## src/rtl/core/ralf_pkg.sv

```systemverilog
`default_nettype none
// ----------------------------------------------------------------------------
// ralf_pkg
// Shared types, register indexes and level decode tables for the risk alarm
// level state machine.
// ----------------------------------------------------------------------------
package ralf_pkg;

	localparam int RISK_W   = 16;
	localparam int SYM_W    = 3;
	localparam int STAY_W   = 8;
	localparam int N_THR    = 4;
	localparam int CFG_IDX_W = 3;
	localparam int CFG_DATA_W = 16;
	localparam int UPLOAD_W = 16;
	localparam int QOS_W    = 2;
	localparam int BUZZ_W   = 11;

	typedef logic signed [RISK_W-1:0] risk_t;
	typedef logic [SYM_W-1:0]         sym_t;
	typedef logic [STAY_W-1:0]        stay_t;

	typedef enum logic [2:0] {
		LVL_IDLE       = 3'd0,
		LVL_MONITOR    = 3'd1,
		LVL_ALERT_LOW  = 3'd2,
		LVL_ALERT_HIGH = 3'd3,
		LVL_CRITICAL   = 3'd4,
		LVL_FAULT      = 3'd5
	} level_t;

	localparam sym_t SYM_LOW    = 3'd0;
	localparam sym_t SYM_MID    = 3'd1;
	localparam sym_t SYM_ELEV   = 3'd2;
	localparam sym_t SYM_HIGH   = 3'd3;
	localparam sym_t SYM_SEVERE = 3'd4;
	localparam sym_t SYM_FAULT  = 3'd5;

	localparam logic [CFG_IDX_W-1:0] CFG_THR0       = 3'd0;
	localparam logic [CFG_IDX_W-1:0] CFG_THR1       = 3'd1;
	localparam logic [CFG_IDX_W-1:0] CFG_THR2       = 3'd2;
	localparam logic [CFG_IDX_W-1:0] CFG_THR3       = 3'd3;
	localparam logic [CFG_IDX_W-1:0] CFG_STAY_LIMIT = 3'd4;

	localparam risk_t THR0_RST = 16'sd1638;
	localparam risk_t THR1_RST = 16'sd3277;
	localparam risk_t THR2_RST = 16'sd4915;
	localparam risk_t THR3_RST = 16'sd6554;
	localparam stay_t STAY_LIMIT_RST = 8'd5;

	typedef struct packed {
		logic [BUZZ_W-1:0]   buzzer_hz;
		logic [QOS_W-1:0]    qos_level;
		logic [UPLOAD_W-1:0] upload_interval_ms;
		logic                forced;
		sym_t                symbol;
		logic                changed;
		level_t              prior_level;
		level_t              level;
	} result_t;

	function automatic level_t next_level(level_t cur, sym_t sym);
		level_t nxt;
		case (sym)
			SYM_LOW:    nxt = (cur inside {LVL_ALERT_LOW, LVL_ALERT_HIGH, LVL_CRITICAL})
				? LVL_MONITOR : LVL_IDLE;
			SYM_MID:    nxt = LVL_MONITOR;
			SYM_ELEV:   nxt = LVL_ALERT_LOW;
			SYM_HIGH:   nxt = LVL_ALERT_HIGH;
			SYM_SEVERE: nxt = LVL_CRITICAL;
			SYM_FAULT:  nxt = LVL_FAULT;
			default:    nxt = LVL_IDLE;
		endcase
		return nxt;
	endfunction

	function automatic logic [UPLOAD_W-1:0] upload_ms(level_t lvl);
		logic [UPLOAD_W-1:0] v;
		case (lvl)
			LVL_MONITOR:    v = 16'd30000;
			LVL_ALERT_LOW:  v = 16'd15000;
			LVL_ALERT_HIGH: v = 16'd5000;
			LVL_CRITICAL:   v = 16'd15000;
			LVL_FAULT:      v = 16'd10000;
			default:        v = 16'd60000;
		endcase
		return v;
	endfunction

	function automatic logic [QOS_W-1:0] qos_of(level_t lvl);
		logic [QOS_W-1:0] v;
		case (lvl)
			LVL_ALERT_HIGH: v = 2'd1;
			LVL_CRITICAL:   v = 2'd2;
			LVL_FAULT:      v = 2'd1;
			default:        v = 2'd0;
		endcase
		return v;
	endfunction

	function automatic logic [BUZZ_W-1:0] buzzer_of(level_t lvl);
		logic [BUZZ_W-1:0] v;
		case (lvl)
			LVL_ALERT_LOW:  v = 11'd500;
			LVL_ALERT_HIGH: v = 11'd1000;
			LVL_CRITICAL:   v = 11'd2000;
			default:        v = 11'd0;
		endcase
		return v;
	endfunction

endpackage
`default_nettype wire

```

## src/rtl/core/ralf_symbolize.sv

```systemverilog
`default_nettype none
// ----------------------------------------------------------------------------
// ralf_symbolize
// Reduce a risk sample and fault flag to a symbol: fault first, then the
// lowest-indexed threshold that the sample falls below.
// ----------------------------------------------------------------------------
module ralf_symbolize (
	input  var ralf_pkg::risk_t risk,
	input  var logic            fault_flag,
	input  var ralf_pkg::risk_t thr [ralf_pkg::N_THR],
	output ralf_pkg::sym_t      symbol
);

	always_comb begin
		if (fault_flag) begin
			symbol = ralf_pkg::SYM_FAULT;
		end else begin
			symbol = ralf_pkg::SYM_SEVERE;
			for (int i = ralf_pkg::N_THR - 1; i >= 0; i--) begin
				if (risk < thr[i]) begin
					symbol = ralf_pkg::SYM_W'(i);
				end
			end
		end
	end

endmodule
`default_nettype wire

```

## src/rtl/core/ralf_level_step.sv

```systemverilog
`default_nettype none
// ----------------------------------------------------------------------------
// ralf_level_step
// Level state, stay counter and prior level; computes the next level and the
// decoded result for one symbol, and commits the state on advance.
// ----------------------------------------------------------------------------
module ralf_level_step (
	input  var logic               clk,
	input  var logic               arst_n,
	input  var logic               advance,
	input  var ralf_pkg::sym_t     symbol,
	input  var ralf_pkg::stay_t    stay_limit,
	output ralf_pkg::result_t      result
);

	ralf_pkg::level_t level_q;
	ralf_pkg::level_t prior_q;
	ralf_pkg::stay_t  stay_q;

	ralf_pkg::level_t tab_nxt;
	ralf_pkg::level_t nxt;
	ralf_pkg::level_t prior_d;
	ralf_pkg::stay_t  stay_inc;
	ralf_pkg::stay_t  stay_d;
	logic             hold;
	logic             hit;
	logic             chg;

	always_comb begin
		tab_nxt  = ralf_pkg::next_level(level_q, symbol);
		hold     = (tab_nxt == level_q) &&
			(level_q == ralf_pkg::LVL_ALERT_HIGH || level_q == ralf_pkg::LVL_CRITICAL);
		stay_inc = stay_q + ralf_pkg::STAY_W'(1);
		hit      = hold && (stay_inc >= stay_limit);
		nxt      = hit ? ralf_pkg::LVL_CRITICAL : tab_nxt;
		stay_d   = (hold && !hit) ? stay_inc : '0;
		chg      = (nxt != level_q);
		prior_d  = chg ? level_q : prior_q;

		result.level              = nxt;
		result.prior_level        = prior_d;
		result.changed            = chg;
		result.symbol             = symbol;
		result.forced             = hit;
		result.upload_interval_ms = ralf_pkg::upload_ms(nxt);
		result.qos_level          = ralf_pkg::qos_of(nxt);
		result.buzzer_hz          = ralf_pkg::buzzer_of(nxt);
	end

	always_ff @(posedge clk or negedge arst_n) begin
		if (!arst_n) begin
			level_q <= ralf_pkg::LVL_IDLE;
			prior_q <= ralf_pkg::LVL_IDLE;
			stay_q  <= '0;
		end else if (advance) begin
			level_q <= nxt;
			prior_q <= prior_d;
			stay_q  <= stay_d;
		end
	end

endmodule
`default_nettype wire

```

## src/rtl/core/risk_alarm_level_fsm.sv

```systemverilog
`default_nettype none
// A sample is taken into the input register; when it advances, its result word
// is registered in the output register and offered on the master port from there.
// Throughput: one sample per cycle while the output is not held; while a result
// waits downstream the input register takes one more word, then the input stalls.
// Reset: level and prior level return to idle, the stay count clears and the
// thresholds and stay limit take their defaults; no clearing pass.
// ----------------------------------------------------------------------------
// risk_alarm_level_fsm
// Risk sample classifier and alarm level state machine with stream ports and
// a register write channel.
// ----------------------------------------------------------------------------
module risk_alarm_level_fsm (
	input  var logic                                clk,
	input  var logic                                arst_n,
	input  var logic                                cfg_valid,
	output logic                                    cfg_ready,
	input  var logic [ralf_pkg::CFG_IDX_W-1:0]      cfg_index,
	input  var logic [ralf_pkg::CFG_DATA_W-1:0]     cfg_data,
	input  var logic                                s_axis_tvalid,
	output logic                                    s_axis_tready,
	input  var logic [15:0]                         s_axis_tdata,  // risk[15:0]
	input  var logic                                s_axis_tuser,  // fault_flag
	output logic                                    m_axis_tvalid,
	input  var logic                                m_axis_tready,
	// level[2:0], prior_level[5:3], changed[6], symbol[9:7], forced[10],
	// upload_interval_ms[26:11], qos_level[28:27], buzzer_hz[39:29]
	output logic [39:0]                             m_axis_tdata
);

	ralf_pkg::risk_t   thr_q [ralf_pkg::N_THR];
	ralf_pkg::stay_t   stay_limit_q;

	logic              vld_s1;
	ralf_pkg::risk_t   risk_s1;
	logic              fault_s1;
	logic              vld_s2;
	ralf_pkg::result_t res_s2;

	ralf_pkg::sym_t    symbol;
	ralf_pkg::result_t result;
	logic              advance;

	assign cfg_ready     = 1'b1;
	assign advance       = vld_s1 && (!vld_s2 || m_axis_tready);
	assign s_axis_tready = !vld_s1 || advance;
	assign m_axis_tvalid = vld_s2;
	assign m_axis_tdata  = res_s2;

	always_ff @(posedge clk or negedge arst_n) begin
		if (!arst_n) begin
			thr_q[0]     <= ralf_pkg::THR0_RST;
			thr_q[1]     <= ralf_pkg::THR1_RST;
			thr_q[2]     <= ralf_pkg::THR2_RST;
			thr_q[3]     <= ralf_pkg::THR3_RST;
			stay_limit_q <= ralf_pkg::STAY_LIMIT_RST;
		end else if (cfg_valid) begin
			case (cfg_index)
				ralf_pkg::CFG_THR0, ralf_pkg::CFG_THR1,
				ralf_pkg::CFG_THR2, ralf_pkg::CFG_THR3: begin
					thr_q[cfg_index[1:0]] <= ralf_pkg::risk_t'(cfg_data);
				end
				ralf_pkg::CFG_STAY_LIMIT: begin
					stay_limit_q <= cfg_data[ralf_pkg::STAY_W-1:0];
				end
				default: begin
				end
			endcase
		end
	end

	always_ff @(posedge clk or negedge arst_n) begin
		if (!arst_n) begin
			vld_s1 <= 1'b0;
			vld_s2 <= 1'b0;
		end else begin
			if (s_axis_tvalid && s_axis_tready) begin
				vld_s1 <= 1'b1;
			end else if (advance) begin
				vld_s1 <= 1'b0;
			end
			if (advance) begin
				vld_s2 <= 1'b1;
			end else if (m_axis_tready) begin
				vld_s2 <= 1'b0;
			end
		end
	end

	always_ff @(posedge clk) begin
		if (s_axis_tvalid && s_axis_tready) begin
			risk_s1  <= s_axis_tdata;
			fault_s1 <= s_axis_tuser;
		end
		if (advance) begin
			res_s2 <= result;
		end
	end

	ralf_symbolize u_symbolize (
		.risk       (risk_s1),
		.fault_flag (fault_s1),
		.thr        (thr_q),
		.symbol     (symbol)
	);

	ralf_level_step u_level_step (
		.clk        (clk),
		.arst_n     (arst_n),
		.advance    (advance),
		.symbol     (symbol),
		.stay_limit (stay_limit_q),
		.result     (result)
	);

`ifndef NO_ASSERTIONS
	a_forced_critical: assert property (@(posedge clk) disable iff (!arst_n)
		vld_s2 && res_s2.forced |-> res_s2.level == ralf_pkg::LVL_CRITICAL)
		else $error("forced result without critical level");

	a_changed_prior: assert property (@(posedge clk) disable iff (!arst_n)
		vld_s2 && res_s2.changed |-> res_s2.level != res_s2.prior_level)
		else $error("changed result with level equal to prior level");

	a_fault_level: assert property (@(posedge clk) disable iff (!arst_n)
		vld_s2 && res_s2.symbol == ralf_pkg::SYM_FAULT |->
			res_s2.level == ralf_pkg::LVL_FAULT && !res_s2.forced)
		else $error("fault symbol did not give fault level");

	a_result_on_advance: assert property (@(posedge clk) disable iff (!arst_n)
		advance |=> vld_s2 && res_s2 == $past(result))
		else $error("result register missed an advancing word");
`endif

endmodule
`default_nettype wire

```

## config.mk

```make
export PLATFORM = sky130hd
export DESIGN_NAME = risk_alarm_level_fsm
export DESIGN_NICKNAME = d
export VERILOG_FILES = /design/src/rtl/core/ralf_pkg.sv /design/src/rtl/core/ralf_symbolize.sv /design/src/rtl/core/ralf_level_step.sv /design/src/rtl/core/risk_alarm_level_fsm.sv
export SDC_FILE = /design/constraint.sdc
export NUM_CORES = 1
export LEC_CHECK = 0
export BUFFER_PORTS_ARGS = -buffer_cell sky130_fd_sc_hd__buf_2
export CAP_MARGIN = 40
export CORE_MARGIN = 8
export CORE_UTILIZATION = 25
export DETAILED_ROUTE_END_ITERATION = 16
export PLACE_DENSITY = 0.42
export SYNTH_ARGS = -nofsm -noshare
export SYNTH_HDL_FRONTEND = slang
export SYNTH_SLANG_ARGS = --single-unit
```

## constraint.sdc

```tcl
create_clock -name clk -period 3.8 [get_ports clk]
set_clock_uncertainty 0.1 [all_clocks]
set_input_delay 0.38 -clock clk [delete_from_list [all_inputs] [get_ports clk]]
set_output_delay 0.38 -clock clk [all_outputs]
set_load 0.02 [all_outputs]
```

**After elaboration in Yosys (flattened, before gate mapping)**

Index checks and enable logic that the tools add are counted.

- Register bits after elaboration: 145
- Output and inout bits: 43
- Logic and storage cells: 90
- Input port bits: 41

- Mux-type cells: 20
- $add $sub $neg: 1
- $lt $le $gt $ge: 7
- Reductions and logical operators: 22
- Bitwise logic cells: 1
- Eq/ne operators: 19

Operators with widths:

| kind | number |
|---|---|
| $bwmux 64 | 1 |
| $lt 16x16->1 | 4 |
| $pmux 16 s4 | 1 |
| $pmux 11 s3 | 1 |
| $demux 16 s2 | 1 |
| $eq 3x2->1 const B | 8 |
| $mux 3 | 7 |
| $eq 3x3->1 const B | 6 |
| $pmux 3 s6 | 1 |
| $mux 16 | 1 |
| $eq 3x1->1 const B | 3 |
| $add 8x1->8 const B | 1 |
| $ge 8x8->1 | 1 |
| $mux 8 | 1 |
| $logic_and 1x1->1 | 6 |
| $logic_not 3->1 | 2 |
| $mux 1 | 5 |
| $pmux 2 s2 | 1 |
| $reduce_and 2->1 | 2 |
| $reduce_bool 2->1 | 2 |
| $reduce_or 2->1 | 2 |
| $reduce_or 4->1 | 1 |
| $eq 3x3->1 | 1 |
| $ge 3x3->1 const B | 1 |
| other kinds (6) | 10 |

**Depth between registers and ports, before layout**

Gate-level depths: netlist (run 1).

- Depth after elaboration: 15
- Mapped depth: 13
- Depth with buffers taken out: 13

**Hierarchy**

A second synthesis (run 1) with hierarchy kept.

- Cell total of the unflattened synthesis: 616
- Area total of the unflattened synthesis: 7712.4 um^2

By module, submodules not included:

| module | area an instance (um^2) | seq. area each (um^2) | cells each | instances |
|---|---|---|---|---|
| risk_alarm_level_fsm | 4610.7 | 3599.7 | 223 | 1 |
| ralf_symbolize | 1627.8 | 0.0 | 217 | 1 |
| ralf_level_step | 1473.9 | 350.3 | 176 | 1 |

**Worst setup path before layout (run 1)**

No wires, ideal clock.

- Kind: reg2reg
- Start: register thr_q[39] (netlist name)
- End: register res_s2, in the netlist m_axis_tdata[4], data pin
- Stages on the path, launching flop included: 11
- Setup slack: 0.365 ns
- Data arrival time: 3.075 ns
- Path buffers: 0
- Clock period less this slack: 3.435 ns
- Required time: 3.440 ns
- Setup time: 0.260 ns
- Cells stage by stage: dfstp_2 inv_1 ha_1 nand2_1 nor3_1 a21oi_1 o41a_1 or4_4 or3_4 a32oi_4 mux2_2

RTL lines:

| item | line | text |
|---|---|---|
| start, declared | risk_alarm_level_fsm.sv:31 | `ralf_pkg::risk_t thr_q [ralf_pkg::N_THR];` |
| start signal, assigned by index | risk_alarm_level_fsm.sv:61 | `thr_q[cfg_index[1:0]] <= ralf_pkg::risk_t'(cfg_data);` |
| end signal, assigned | risk_alarm_level_fsm.sv:96 | `res_s2 <= result;` |
| end, declared | risk_alarm_level_fsm.sv:38 | `ralf_pkg::result_t res_s2;` |

**Worst setup path after layout (run 1)**

- Start: register thr_q[39] (netlist name)
- End: register u_level_step.prior_q[2]

- Word-level cells in the longest chain between the ends: 12

RTL lines:

| item | line | text |
|---|---|---|
| $lt 16x16->1 (*) | ralf_symbolize.sv:20 | `if (risk < thr[i]) begin` |
| $mux 3 (*) (2 in a row) | ralf_symbolize.sv:20 |  |
| $mux 3 (*) | ralf_symbolize.sv:15 | `if (fault_flag) begin` |
| $eq 3x3->1, or another cell as far along | ralf_pkg.sv:64 | `case (sym)` |
| $pmux 3 s6 (*) | ralf_pkg.sv:64 |  |
| $eq 3x3->1 | ralf_level_step.sv:31 | `hold = (tab_nxt == level_q) &&` |
| $logic_and 1x1->1 | ralf_level_step.sv:31 |  |
| $logic_and 1x1->1 | ralf_level_step.sv:34 | `hit = hold && (stay_inc >= stay_limit);` |
| $mux 3 (*) | ralf_level_step.sv:35 | `nxt = hit ? ralf_pkg::LVL_CRITICAL : tab_nxt;` |
| $ne 3x3->1 (*) | ralf_level_step.sv:37 | `chg = (nxt != level_q);` |
| $mux 3 (*) | ralf_level_step.sv:38 | `prior_d = chg ? level_q : prior_q;` |
| end signal, assigned | ralf_level_step.sv:53 | `prior_q <= ralf_pkg::LVL_IDLE;` |
| end signal, assigned | ralf_level_step.sv:57 | `prior_q <= prior_d;` |
| end, declared | ralf_level_step.sv:17 | `ralf_pkg::level_t prior_q;` |

Mark *: on every way between the ends. The rest lies on a longest branch, timed or not.
A chain may end at the register's enable or synchronous reset.

==> results of run 1 <==
worst reg2reg max path: stages (launching register included):
cell and delay [ps]:
dfstp_2 510, inv_1 40, ha_1 290, nand2_1 60, nor3_1 190, a21oi_1 130, o41a_1 520, or4_4 490
or3_4 400, a32oi_4 300, buf_4 170, nor2_4 50, mux2_4 290
kinds of logic after synthesis:
| family | synth area share |
|---|---|
| adders and majority gates | 0.121 |
| DFF | 0.512 |
| buffers and inverters | 0.0607 |
| AOI/OAI and AO/OA | 0.125 |
| and+or+nand+nor | 0.130 |
| muxes | 0.0426 |
| other | 0.00105 |
| xor gates and xnor gates | 0.00737 |
report_power, final:
part	internal (mW)	switching, mW
Combinational	0.514	0.725
Clock	1.00	0.636
Sequential	1.84	0.114
layout make-up:
| type | count | area share |
|---|---|---|
| clock inverters | 8 | 0.00763 |
| inverters | 79 | 0.0341 |
| clock buffers | 24 | 0.0590 |
| repair buffers | 103 | 0.0697 |
| multi-input cells | 435 | 0.354 |
| well taps | 384 | 0.0553 |
| flip-flops and latches | 135 | 0.420 |
state kept, by name, indices dropped and copies added (netlist names):
register	flops
thr_q	64
m_axis_tdata	30
risk_s1	16
stay_limit_q	8
u_level_step.stay_q	8
u_level_step.level_q	3
u_level_step.prior_q	3
fault_s1	1
m_axis_tvalid	1
vld_s1	1
per-layer routing:
| metal | global-route usage | vias to the layer above | wire length, um |
|---|---|---|---|
| met5 | 0 | - | 0 |
| met1 | 0.160 | 2383 | 9520 |
| li1 | - | 2523 | - |
| met4 | 0.0317 | 0 | 112 |
| met3 | 0.0251 | 6 | 546 |
| met2 | 0.172 | 69 | 8170 |
timing repair:
| action | in CTS | in global routing |
|---|---|---|
| hold buffers | 1 | 0 |
| setup buffers | 0 | 1 |
| endpoints found under the setup margin | 0 | 4 |
| hold endpoints to repair | 12 | 0 |
| resized for setup | 0 | 1 |
synth_stat cells (2+ instances only):
cell,instances
edfxtp_1,47
a31o_2,3
and4_1,4
and3_1,4
nand4_1,11
or4_1,2
a21o_1,8
xnor2_1,3
inv_1,78
nand3b_1,2
a211o_1,2
mux2_4,3
a21oi_2,2
a22o_1,2
xor2_1,3
or2_2,3
and2_1,7
nor2b_1,8
a31oi_1,4
ha_1,69
dfstp_2,29
dfrtp_1,59
a21oi_1,21
a41oi_1,2
o211ai_1,2
conb_1,2
nor3_1,8
o21ai_1,2
o21ai_0,73
a211oi_1,4
clkbuf_1,13
nand3_1,7
o21a_1,4
nand2b_1,11
nor2_1,12
buf_4,11
mux2_2,22
nand2_1,98
worst max path at each step:
stage,endpoint,depth (start not counted),startpoint
after floorplan,m_axis_tdata[4],10,thr_q[39]
after detailed placement,u_level_step.prior_q[1],12,thr_q[58]
after global placement,u_level_step.prior_q[1],12,thr_q[39]
final,u_level_step.prior_q[2],12,thr_q[39]
after global routing,u_level_step.prior_q[2],12,thr_q[58]
after CTS,u_level_step.prior_q[2],12,thr_q[58]
layout by cell type (no fill, tap or decap), types with 4 or more instances in the layout:
| cell | synthesis | routed |
|---|---|---|
| mux2_2 | 22 | 22 |
| ha_1 | 69 | 69 |
| nor2b_1 | 8 | 8 |
| dfstp_2 | 29 | 29 |
| nand4_1 | 11 | 11 |
| nand2_1 | 98 | 98 |
| inv_1 | 78 | 78 |
| nor3_1 | 8 | 8 |
| dfrtp_1 | 59 | 59 |
| nand3_1 | 7 | 7 |
| conb_1 | 2 | 6 |
| nand2b_1 | 11 | 11 |
| a21oi_1 | 21 | 21 |
| a211oi_1 | 4 | 4 |
| a21o_1 | 8 | 8 |
| and3_1 | 4 | 4 |
| clkbuf_16 | 0 | 18 |
| clkbuf_8 | 0 | 4 |
| buf_2 | 1 | 76 |
| and2_1 | 7 | 7 |
| o21a_1 | 4 | 4 |
| buf_4 | 11 | 25 |
| a31oi_1 | 4 | 4 |
| and4_1 | 4 | 4 |
| nor2_1 | 12 | 10 |
| edfxtp_1 | 47 | 47 |
| o21ai_0 | 73 | 73 |
through the flow:
stage               setup slack, ps  area (um2)   util
floorplan                       365        7150      -
global placement                187        8060  0.284
detailed placement              171        8090  0.285
CTS                             145        8680  0.306
global route                   6.21        8690  0.306
finish                          142        8690  0.306
==> flow_metrics.env, run 1 <==
export IMPL_netlist_area_mm2=0.00713
export IMPL_hold_class="input pin to register"
export IMPL_max_freq_mhz=273
export IMPL_dp_cells=1134
export IMPL_timing_setup_tns_ps=0
export IMPL_fill_cells=3008
export IMPL_final_layout_size_suffix_gt1_frac=0.264
export IMPL_insertion_delay_ps=430
export IMPL_synth_top_area_frac=0.207
export IMPL_cts_htree_levels=4
export IMPL_vias=4981
export IMPL_finalCriticalPeriod_ps=3660
export IMPL_dp_hpwl_mm=13.7
export IMPL_cap_viol_max_count=0
export IMPL_initial_core_util=0.251
export IMPL_crit_chain="inv_1 -> ha_1 -> nand2_1 -> nor3_1 -> a21oi_1 -> o41a_1 -> or4_4 -> or3_4 -> a32oi_4 -> buf_4 -> nor2_4 -> mux2_4"
export IMPL_final_nets=881
export IMPL_critPathSlowestCell="o41a_1"
export IMPL_drt_iter0_markers=236
export IMPL_crit_type="register to register"
export IMPL_ys_seq_area_frac=0.512
export IMPL_gp_congestion=0.760
export IMPL_drc=0
export IMPL_power_mw=4.83
export IMPL_ff2ff_path_depth=12
export IMPL_critPathCaptureType="register"
export IMPL_grt_pass1_wl_mm=29.7
export IMPL_fin_crit_sh=0.963
export IMPL_power_density_mw_per_mm2=556
export IMPL_ys_types=63
export IMPL_whs_path_depth=1
export IMPL_finalHoldViolations=0
export IMPL_core_mm2=0.0284
export IMPL_syn_inst=670
export IMPL_leakagePower_nw=3.87
export IMPL_clkTransAtPathRegs_ps=60
export IMPL_cp_num_buf_inv=2
export IMPL_die_h_um=185
export IMPL_grt_overflow_total=0
export IMPL_critPathLaunchType="register"
export IMPL_cts_buffers=17
export IMPL_worst_hold_slack_ps=26.2
export IMPL_die_area_mm2=0.0342
export IMPL_worstHoldStart="s_axis_tdata[8]"
export IMPL_instances_no_fill=1168
export IMPL_synth_avg_cell_area_um2=10.6
export IMPL_viasPerCell=4.26
export IMPL_cp_required_ps=3990
export IMPL_crit_path_max_fanout=5
export IMPL_grt_usage=0.114
export IMPL_cp_arrival_ps=3850
export IMPL_reg2reg_slack_ps=140
export IMPL_multi_input_area_mm2=0.00308
export IMPL_finalMaxSlewViolations=0
export IMPL_antenna_left=0
export IMPL_synthTopCellsByArea="dfrtp_1, edfxtp_1, ha_1"
export IMPL_root_buffer="clkbuf_16"
export IMPL_clock_sinks=135
export IMPL_routed_wl_mm=18.3
export IMPL_slew_headroom=0.528
export IMPL_setup_viol=0
export IMPL_drt_first_pass_iters=4
export IMPL_yosysWarnings=0
export IMPL_antenna_found_initial=0
export IMPL_synth_seq_cells=135
export IMPL_synth_edf_count=47
export IMPL_wl_per_cell_um=15.7
export IMPL_yosys_area_top_type="dfrtp_1"
export IMPL_area_delta_synth_final_pct=21.8
export IMPL_die_width_um=185
export IMPL_path_delay_family="simple AND/OR/NAND/NOR gates"
export IMPL_r2r_start="thr_q[39]"
export IMPL_status="completed"
export IMPL_hold_end="risk_s1[8]"
export IMPL_async_reset_ff_frac=0.652
export IMPL_grt_max_degree=48
export IMPL_ff_latch_area_mm2=0.00365
export IMPL_grt_pass1_vias=5213
export IMPL_diodes=0
export IMPL_num_io_pins=84
export IMPL_synth_main_ff_cell="dfrtp_1"
export IMPL_critPathMaxStageDelay_ps=520
export IMPL_port_buffers=77
export IMPL_grt_setup_unrepaired="false"
export IMPL_cts_buffer_depth=2
export IMPL_crit_reg2reg_capture="u_level_step.prior_q[2]"
export IMPL_tightest_slew_ps=708
export IMPL_ir_drop_uv=304
export IMPL_cts_tree="built"
export IMPL_num_rows=62
(Power assumes the default switching activity.)
==> run 2: changes to the inputs <==
--- a/config.mk
+++ b/config.mk
@@ -11,6 +11,7 @@
 export CORE_UTILIZATION = 25
 export DETAILED_ROUTE_END_ITERATION = 16
 export PLACE_DENSITY = 0.42
+export SETUP_SLACK_MARGIN = 0.4
 export SYNTH_ARGS = -nofsm -noshare
 export SYNTH_HDL_FRONTEND = slang
 export SYNTH_SLANG_ARGS = --single-unit
==> flow_metrics.env, run 2 (same netlist as run 1, synthesis figures left out) <==
export IMPL_dp_hpwl_mm=13.5
export IMPL_insertion_delay_ps=420
export IMPL_placedInstanceArea_mm2=0.00813
export IMPL_num_rows=62
export IMPL_reg2reg_slack_ps=320
export IMPL_final_layout_size_suffix_gt1_frac=0.323
export IMPL_routed_wl_mm=18.8
export IMPL_cap_viol_max_count=0
export IMPL_power_internal_mw=3.56
export IMPL_crit_chain="ha_1 -> o21a_1 -> o211ai_1 -> o32a_2 -> a21oi_2 -> or4_4 -> or3_4 -> a32oi_4 -> mux2_4"
export IMPL_grt_usage=0.114
export IMPL_crit_path_max_fanout=5
export IMPL_busiest_layer="met2"
export IMPL_grt_setup_unrepaired="true"
export IMPL_max_freq_mhz=287
export IMPL_num_io_pins=84
export IMPL_antenna_left=0
export IMPL_dp_cells=1138
export IMPL_ff_latch_area_mm2=0.00365
export IMPL_viasPerCell=4.29
export IMPL_crit_type="register to register"
export IMPL_path_delay_family="compound AO/OA/AOI/OAI gates"
export IMPL_vias=5091
export IMPL_initial_core_util=0.251
export IMPL_gp_congestion=0.767
export IMPL_utilization=0.321
export IMPL_cp_required_ps=3860
export IMPL_instances_no_fill=1186
export IMPL_diodes=0
export IMPL_p_sw_mw=1.56
export IMPL_multi_input_area_mm2=0.00335
export IMPL_grt_pass1_wl_mm=29.9
export IMPL_setup_viol=0
export IMPL_status="completed"
export IMPL_cts_tree="built"
export IMPL_drt_first_pass_iters=4
export IMPL_grt_pass1_vias=5401
export IMPL_final_nets=899
export IMPL_power_frac_comb=0.277
export IMPL_grt_max_degree=52
export IMPL_critPathSlowestCell="or4_4"
export IMPL_critPathLaunchType="register"
export IMPL_area_delta_synth_final_pct=27.9
export IMPL_final_cell_mix="nand2_1, inv_1, buf_2"
export IMPL_clkTransAtPathRegs_ps=60
export IMPL_power_mw=5.12
export IMPL_die_area_mm2=0.0342
export IMPL_drc=0
export IMPL_clockPowerShare=0.341
export IMPL_cp_num_buf_inv=0
export IMPL_grt_overflow_total=0
export IMPL_stdcell_area_mm2=0.00912
export IMPL_cts_buffer_depth=2
export IMPL_ir_drop_uv=310
export IMPL_antenna_found_initial=0
export IMPL_drt_iter0_markers=297
export IMPL_finalCriticalPeriod_ps=3480
export IMPL_root_buffer="clkbuf_16"
export IMPL_grt_use_met3=0.0226
export IMPL_swShare=0.305
export IMPL_fill_cells=3009
export IMPL_die_width_um=185
export IMPL_fin_crit_sh=0.916
export IMPL_core_mm2=0.0284
export IMPL_place_ws_ps=155
export IMPL_use_met1=0.158
export IMPL_setup_slack_ps=320
export IMPL_gr_usage_met2=0.176
export IMPL_critPathMaxStageDelay_ps=540
export IMPL_p_seq_frac=0.383
export IMPL_hold_class="input pin to register"
export IMPL_power_density_mw_per_mm2=561
export IMPL_leakagePower_nw=3.99
export IMPL_cts_htree_levels=4
export IMPL_largest_register_ffs=64
export IMPL_critPathCaptureType="register"
export IMPL_finalMaxSlewViolations=0
export IMPL_final_common_cell="nand2_1"
export IMPL_largest_register="thr_q"
export IMPL_finalHoldViolations=0
export IMPL_die_h_um=185
export IMPL_clock_sinks=135
export IMPL_slew_headroom=0.527
export IMPL_timing_setup_tns_ps=0
export IMPL_worst_hold_slack_ps=38.8
export IMPL_port_buffers=77
export IMPL_cts_buffers=17
export IMPL_tightest_slew_ps=710
export IMPL_wl_per_cell_um=15.8
export IMPL_cp_arrival_ps=3550
run 2: final timing paths:
| check | startpoint | end | depth (start not counted) |
|---|---|---|---|
| hold reg to reg | thr_q[50] | thr_q[50] | 2 |
| hold / removal | s_axis_tdata[4] | risk_s1[4] | 1 |
| max in group asynchronous | arst_n | thr_q[49] | 3 |
| setup reg to reg | risk_s1[2] | m_axis_tdata[5] | 9 |
| setup / recovery | risk_s1[2] | m_axis_tdata[5] | 9 |
| min in group asynchronous | arst_n | thr_q[5] | 2 |
run 2: layout make-up:
class,count,share of cell area
Inverter,79,0.0325
Multi-Input combinational cell,435,0.367
Timing Repair Buffer,121,0.0803
Clock inverter,14,0.0200
Clock buffer,18,0.0471
Tap cell,384,0.0527
Sequential cell,135,0.400
run 2: power by group through the flow:
stage	logic (mW)	clock network [mW]	registers, mW
6_report	1.42	1.74	1.96
5_1_grt	1.59	1.86	1.99
4_1_cts	1.34	1.79	1.96
3_5_place_dp	1.27	0	1.98
3_3_place_gp	1.27	0	1.98
2_1_floorplan	0.798	0	2.02
run 2: repair_timing:
action / 4_1_cts / 5_1_grt
pin swaps: 11 / 25
endpoints found under the hold margin: 28 / 0
gates resized for setup: 18 / 27
hold buffers: 1 / 0
endpoints found under the setup margin: 11 / 22
buffers inserted: 5 / 10
run 2: routing by layer:
| metal | up-vias | share of wire |
|---|---|---|
| li1 | 2559 | - |
| met4 | 0 | 0.014 |
| met1 | 2444 | 0.51 |
| met5 | - | 0 |
| met3 | 13 | 0.030 |
| met2 | 75 | 0.45 |
run 2: worst reg2reg max path, cell delays in order (launching register included):
cell and delay, ps:
edfxtp_1 530, ha_1 340, o21a_1 180, o211ai_1 230, o32a_2 200, a21oi_2 80
or4_4 540, or3_4 350, a32oi_4 350, mux2_4 330
==> run 3: changes to the inputs <==
--- a/config.mk
+++ b/config.mk
@@ -12,6 +12,7 @@
 export DETAILED_ROUTE_END_ITERATION = 16
 export PLACE_DENSITY = 0.42
 export SETUP_SLACK_MARGIN = 0.4
+export SLEW_MARGIN = 20
 export SYNTH_ARGS = -nofsm -noshare
 export SYNTH_HDL_FRONTEND = slang
 export SYNTH_SLANG_ARGS = --single-unit
==> constraint.sdc (replaced) <==
create_clock -name clk -period 3.8 [get_ports clk]
set_clock_uncertainty 0.1 [all_clocks]
set_input_delay 0.19 -clock clk [delete_from_list [all_inputs] [get_ports clk]]
set_output_delay 0.19 -clock clk [all_outputs]
set_load 0.02 [all_outputs]
==> flow_metrics.env, run 3 (same netlist as run 1, synthesis figures left out) <==
export IMPL_area_delta_synth_final_pct=30.8
export IMPL_grt_use_met3=0.0243
export IMPL_timing_setup_tns_ps=0
export IMPL_cap_viol_max_count=0
export IMPL_critPathSlowestCell="dfstp_2"
export IMPL_p_seq_frac=0.400
export IMPL_critPathLaunchType="register"
export IMPL_use_met1=0.161
export IMPL_critPathMaxStageDelay_ps=520
export IMPL_num_io_pins=84
export IMPL_drt_first_pass_iters=4
export IMPL_final_layout_size_suffix_gt1_frac=0.298
export IMPL_power_frac_comb=0.290
export IMPL_final_nets=933
export IMPL_die_area_mm2=0.0342
export IMPL_drt_iter0_markers=235
export IMPL_dp_hpwl_mm=13.6
export IMPL_largest_register="thr_q"
export IMPL_fin_crit_sh=0.923
export IMPL_finalCriticalPeriod_ps=3510
export IMPL_grt_setup_unrepaired="true"
export IMPL_largest_register_ffs=64
export IMPL_initial_core_util=0.251
export IMPL_p_sw_mw=1.52
export IMPL_antenna_left=0
export IMPL_die_width_um=185
export IMPL_critPathCaptureType="register"
export IMPL_gr_usage_met2=0.177
export IMPL_cp_arrival_ps=3570
export IMPL_gp_congestion=0.749
export IMPL_drc=0
export IMPL_insertion_delay_ps=420
export IMPL_grt_pass1_wl_mm=30.4
export IMPL_root_buffer="clkbuf_16"
export IMPL_cts_htree_levels=4
export IMPL_grt_usage=0.115
export IMPL_path_delay_family="simple AND/OR/NAND/NOR gates"
export IMPL_cts_tree="built"
export IMPL_clkTransAtPathRegs_ps=50
export IMPL_cp_num_buf_inv=1
export IMPL_vias=5146
export IMPL_busiest_layer="met2"
export IMPL_viasPerCell=4.22
export IMPL_ir_drop_uv=271
export IMPL_routed_wl_mm=18.7
export IMPL_num_rows=62
export IMPL_grt_overflow_total=0
export IMPL_cts_buffers=17
export IMPL_crit_type="register to register"
export IMPL_grt_max_degree=33
export IMPL_port_buffers=77
export IMPL_grt_pass1_vias=5539
export IMPL_power_density_mw_per_mm2=523
export IMPL_leakagePower_nw=4.09
export IMPL_tightest_slew_ps=646
export IMPL_slew_headroom=0.569
export IMPL_crit_chain="inv_2 -> ha_1 -> nand2_2 -> nor3_2 -> a21oi_2 -> o41a_1 -> or4_4 -> or3_4 -> a32oi_4 -> mux2_4"
export IMPL_finalMaxSlewViolations=0
export IMPL_die_h_um=185
export IMPL_finalHoldViolations=0
export IMPL_wl_per_cell_um=15.3
export IMPL_crit_path_max_fanout=6
export IMPL_core_mm2=0.0284
export IMPL_final_cell_mix="nand2_1, inv_1, buf_2"
export IMPL_final_common_cell="nand2_1"
export IMPL_antenna_found_initial=0
export IMPL_status="completed"
export IMPL_clock_sinks=135
export IMPL_hold_class="input pin to register"
export IMPL_cp_required_ps=3860
export IMPL_cts_buffer_depth=2
export IMPL_power_internal_mw=3.36
export IMPL_setup_viol=0
export IMPL_swShare=0.312
export IMPL_worst_hold_slack_ps=82.4
export IMPL_diodes=0
export IMPL_max_freq_mhz=285
export IMPL_clockPowerShare=0.310
-- run 3: cell count changes in the layout (fill, tap and decap cells not counted), sizes merged --
cell,change
buf,-2
bufinv,-3
clkbuf,+3
clkinv,-1
clkinvlp,+1
dlygate4sd3,+36
-- run 3: final timing paths --
path,to,cells after the start,start,slack (ps)
max in group asynchronous,thr_q[28],3,arst_n,2610
max reg2reg,m_axis_tdata[4],10,thr_q[39],290
max,m_axis_tdata[4],10,thr_q[39],290
min in group asynchronous,thr_q[6],2,arst_n,170
min,thr_q[17],4,cfg_index[0],80
min reg2reg,thr_q[39],2,thr_q[39],400
-- run 3: metrics by stage --
stage	instance area, um2	utilization	std cells	power, mW	worst slack (ps)
finish	9320	0.328	1220	4.88	294
global route	9320	0.328	1220	5.21	197
CTS	9150	0.322	1213	4.89	301
detailed placement	8120	0.286	1137	3.25	154
global placement	8100	0.285	1136	3.25	182
floorplan	7170	-	674	2.82	401
-- run 3: worst register-to-register path, stage by stage (launching register included) --
cell     delay, ps
dfstp_2        520
inv_2           40
ha_1           290
nand2_2         70
nor3_2         170
a21oi_2         90
o41a_1         480
or4_4          450
or3_4          350
a32oi_4        370
mux2_4         330
-- run 3: layout make-up --
type                            instances  area [um2]
Clock buffer                           21         440
Clock inverter                         11        83.8
Fill cell                            2964       19100
Inverter                               79         297
Multi-Input combinational cell        435        3290
Sequential cell                       135        3650
Tap cell                              384         480
Timing Repair Buffer                  155        1080
-- run 3: repair_timing --
action,4_1_cts,5_1_grt
pin swaps,13,15
hold buffers,37,0
resized for setup,12,30
setup endpoints to repair,11,21
buffers inserted,7,7
hold endpoints to repair,112,0
-- run 3: layer usage --
metal  up-vias  routed length (um)
met3        10                 679
met1      2437                9480
met2        69                8370
li1       2630                   -
met5         -                   0
met4         0                 182
-- run 3: power by group through the flow --
| stage | registers, mW | clock network, mW | logic (mW) |
|---|---|---|---|
| detailed placement | 1.98 | 0 | 1.27 |
| finish | 1.95 | 1.51 | 1.42 |
| global placement | 1.98 | 0 | 1.27 |
| CTS | 1.96 | 1.57 | 1.37 |
| floorplan | 2.02 | 0 | 0.798 |
| global route | 1.99 | 1.62 | 1.60 |
